===== src/sv/pri_pkg.sv =====
// shared types, constants and state codes for the price radix index
// no dependencies
package pri_pkg;

	localparam int CHUNK_BITS  = 6;
	localparam int TRIE_DEPTH  = 4;
	localparam int NODE_COUNT  = 1024;
	localparam int HANDLE_BITS = 12;

	localparam int FANOUT     = 1 << CHUNK_BITS;
	localparam int NODE_BITS  = $clog2(NODE_COUNT);
	localparam int KEY_BITS   = TRIE_DEPTH * CHUNK_BITS;
	localparam int DEP_BITS   = $clog2(TRIE_DEPTH + 1);
	localparam int WORD_BITS  = FANOUT + 1;
	localparam int PTR_ABITS  = NODE_BITS + CHUNK_BITS;
	localparam int LIMIT_BITS = 24;

	localparam logic [2:0] OP_INSERT  = 3'd0;
	localparam logic [2:0] OP_ERASE   = 3'd1;
	localparam logic [2:0] OP_FIND    = 3'd2;
	localparam logic [2:0] OP_BEST_LO = 3'd3;
	localparam logic [2:0] OP_BEST_HI = 3'd4;

	localparam logic [2:0] ST_OK       = 3'd0;
	localparam logic [2:0] ST_RANGE    = 3'd1;
	localparam logic [2:0] ST_NO_NODES = 3'd2;
	localparam logic [2:0] ST_PRESENT  = 3'd3;
	localparam logic [2:0] ST_ABSENT   = 3'd4;

	typedef struct packed {
		logic [2:0]  opcode;
		logic [31:0] price;
		logic [11:0] level_handle;
	} req_t;

	typedef struct packed {
		logic        success;
		logic [2:0]  status;
		logic [11:0] found_handle;
		logic [23:0] found_price;
	} rsp_t;

	typedef enum logic [3:0] {
		S_CLR, S_IDLE, S_RD, S_CHK, S_POP, S_POPW, S_LEAF,
		S_ERASE, S_PRRD, S_PRW, S_BQ, S_BQW, S_RESP
	} pri_state_t;

endpackage


===== src/sv/pri_bitscan.sv =====
// lowest or highest set bit of a node's child bitmap
// depends on pri_pkg
module pri_bitscan (
	input  logic [pri_pkg::FANOUT-1:0]     bitmap,
	input  logic                           highest,
	output logic [pri_pkg::CHUNK_BITS-1:0] idx
);
	import pri_pkg::*;

	always_comb begin
		idx = '0;
		if (highest) begin
			for (int i = 0; i < FANOUT; i++) begin
				if (bitmap[i]) idx = CHUNK_BITS'(i);
			end
		end else begin
			for (int i = FANOUT - 1; i >= 0; i--) begin
				if (bitmap[i]) idx = CHUNK_BITS'(i);
			end
		end
	end

endmodule


===== config.mk =====
export PLATFORM = sky130hd
export DESIGN_NAME = pri_bitscan
export DESIGN_NICKNAME = d
export VERILOG_FILES = /design/src/sv/pri_pkg.sv /design/src/sv/pri_bitscan.sv
export SDC_FILE = /design/constraint.sdc
export NUM_CORES = 1
export LEC_CHECK = 0
export ABC_AREA = 1
export BUFFER_PORTS_ARGS = -buffer_cell sky130_fd_sc_hd__buf_2
export CAP_MARGIN = 10
export CORE_MARGIN = 1
export CORE_UTILIZATION = 38
export DETAILED_ROUTE_END_ITERATION = 16
export GPL_TIMING_DRIVEN = 0
export PLACE_DENSITY = 0.66
export SLEW_MARGIN = 10
export SYNTH_ARGS = -nofsm -noshare
export SYNTH_HDL_FRONTEND = slang
export SYNTH_SLANG_ARGS = --single-unit

===== constraint.sdc =====
create_clock -name vclk -period 4.6
set_clock_uncertainty 0.05 [all_clocks]
set_input_delay 0.46 -clock vclk [all_inputs]
set_output_delay 0.46 -clock vclk [all_outputs]
set_load 0.01 [all_outputs]

==> summary.md <==
| Metric | Value |
|---|---|
| Status | completed |
| Number of port buffers | 71 |
| Post-synthesis area per instance | ~4.7 sq um |
| Initial core utilization | between 40% and 50% |
| Power Density | 74.1 nW/um^2 |
| Residual DRC count | 0 |
| Achievable Freq | approximately 240 MHz |
| Iteration-0 DRC Markers | 70 |
| Worst hold endpoint | idx[4] |
| Multi-input gate area | 1120 sq um |
| Crit path launch type | primary input |
| Setup TNS | 0 ps |
| Ys Warns | 0 |
| Clock buf count | 0 |
| Die Y | about 68 um |
| Min cycle time layout | 4210 ps |
| Nets | 488 |
| Top cells by area, synth | nand2_1 (46%), bufinv_8 (20%), inv_1 (11%) |
| Largest net degree at the start of global routing | 6 |
| CP max-delay cell | buf_2 |
| Pleak | 1.38 nW |
| Share of layout cells above drive strength 1 | approximately 22% |
| Die area | 4610 sq um |
| Slowest stage delay, CP | 120 ps |
| Ant. Diodes | 0 |
| GRT Total Usage | about 14% |
| Hold_buf cts | 0 |
| Period utilisation layout | about nine tenths |
| Register area | 0 sq um |
| Pins Over Slew Limit | 0 |
| Area Growth Syn to Fin | 25.3% |
| Total grt overflow | 0 |
| RSZ-0062 raised after global routing | true |
| Initial antenna violation count | 0 |
| Pre-CTS WS | 330 ps |
| WP data required | ~4100 ps |
| Least-Margin Pin Slew | 334 ps |
| Hold Fails Final Rpt | 0 |
| Drt wl/cell | 6.96 um |
| Syn Nets | 415 |
| Worst vdd ir | 0.0000305 V |
| Vias in the first global route | about 1600 |
| Max Cap Viol | 0 |
| Die X | 67.9 um |
| Detailed-route vias per instance | 4.25 |
| Worst min-delay path startpoint | highest |
| Final Util | between 50% and 60% |
| Routed WL | 3280 um |
| Synth unique cells | 20 |
| Boundary pin count | just over 70 |
| Max-slew headroom | 77.5% |
| Crit-path max FO | 2 |
| Hold/Removal Path Class | primary input to output pin |
| # fillers | 482 |
| Final Wtd Congestion | 0.801 |
| Drt first pass iters | 4 |
| First-pass GRT wire length | 5530 um |
| Worst Path Arrival | 3700 ps |
| Row count | 23 |
| Area share of the largest cell type after synthesis | 46.2% |
| Seq_cells | 0 |
| Seq/Total Area, Yosys | 0% |
| Critical Path Sink Type | output pin |
| ANT nets after route | 0 |
| Hold Path Stages | 3 |
| Most frequent CP cell | nand2_1 |
| Routed via count | 2001 |
| Pwr Total | 0.153 mW |
| Cell taking the most area after synthesis | nand2_1 |
| Post-Synthesis Cells | 350 |
| Final setup vio count | 0 |
| Final WS setup | a little under 400 ps |
| Core Area | 4090 sq um |
| Detailed placer's ending HPWL | 3100 um |
| WS Path Type | primary input to output pin |
| Mapped cell area | roughly 1700 sq um |
[area by class of cell]
class,count,share of cell area [%]
Inverter,72,25.7
Tap cell,50,3.02
Multi-Input combinational cell,278,54.1
Timing Repair Buffer,71,17.2
[per-stage QoR]
step	cells	hold slack (ps)	area (sq um)
after floorplan	350	972	1650
after global placement	471	1220	2070
after detailed placement	471	1210	2070
after CTS	471	1210	2070
after global routing	471	1240	2070
final	471	1210	2070
[metal layers]
metal / vias to the layer above / share of wire [%] / track usage, %
met5: - / 0 / 0
met3: 0 / 3.6 / 0.333
met4: 0 / 0 / 0.260
li1: 1171 / - / -
met2: 34 / 48 / 30.3
met1: 796 / 48 / 16.5
[synth_stat cells (all sizes together), types with 2 or more instances]
cell type  instances
a21oi              9
a31oi              2
bufinv            19
clkinv             3
inv               50
nand2            203
nand3              3
nor2              42
o21ai              6
o21bai             2
o31ai              3
[cells in the final DEF, fill, tap and decap left out, types with 2 or more instances in the layout]
master,count
nor2_1,42
bufinv_8,19
inv_1,49
o31ai_1,3
o21bai_1,2
a31oi_1,2
buf_2,71
nand3_1,3
clkinv_1,3
nand2_1,203
a21oi_1,9
o21ai_1,5
[report_power, final]
part	leakage, nW	internal (mW)	switching [mW]	total (mW)
combinational	1.38	0.0815	0.0717	0.153
clock	0	0	0	0
sequential	0	0	0	0
[timing repair]
| item | 4_1_cts | 5_1_grt |
|---|---|---|
| gates resized for setup | 0 | 1 |
| setup endpoints to repair | 0 | 1 |
| buffers inserted | 0 | 0 |
[cells by family after synthesis]
group,synth area share (%)
AND/OR/NAND/NOR,57.8
AO/OA/AOI/OAI,10.0
buffers and inverters,32.2
[worst max-delay path, delay by kind of cell]
| kind | cells | cell delay (ps) |
|---|---|---|
| buffers and inverters | 3 | 290 |
| and+or+nand+nor | 64 | 2940 |
[worst max path at each step]
stage	end	cells after the start	start	slack, ps
final	idx[0]	67	bitmap[62]	390
after global placement	idx[0]	67	bitmap[2]	360
after detailed placement	idx[0]	67	bitmap[62]	330
after CTS	idx[0]	67	bitmap[62]	310
after floorplan	idx[0]	65	bitmap[2]	860
after global routing	idx[0]	67	bitmap[2]	-290
(Power assumes the default switching activity.)
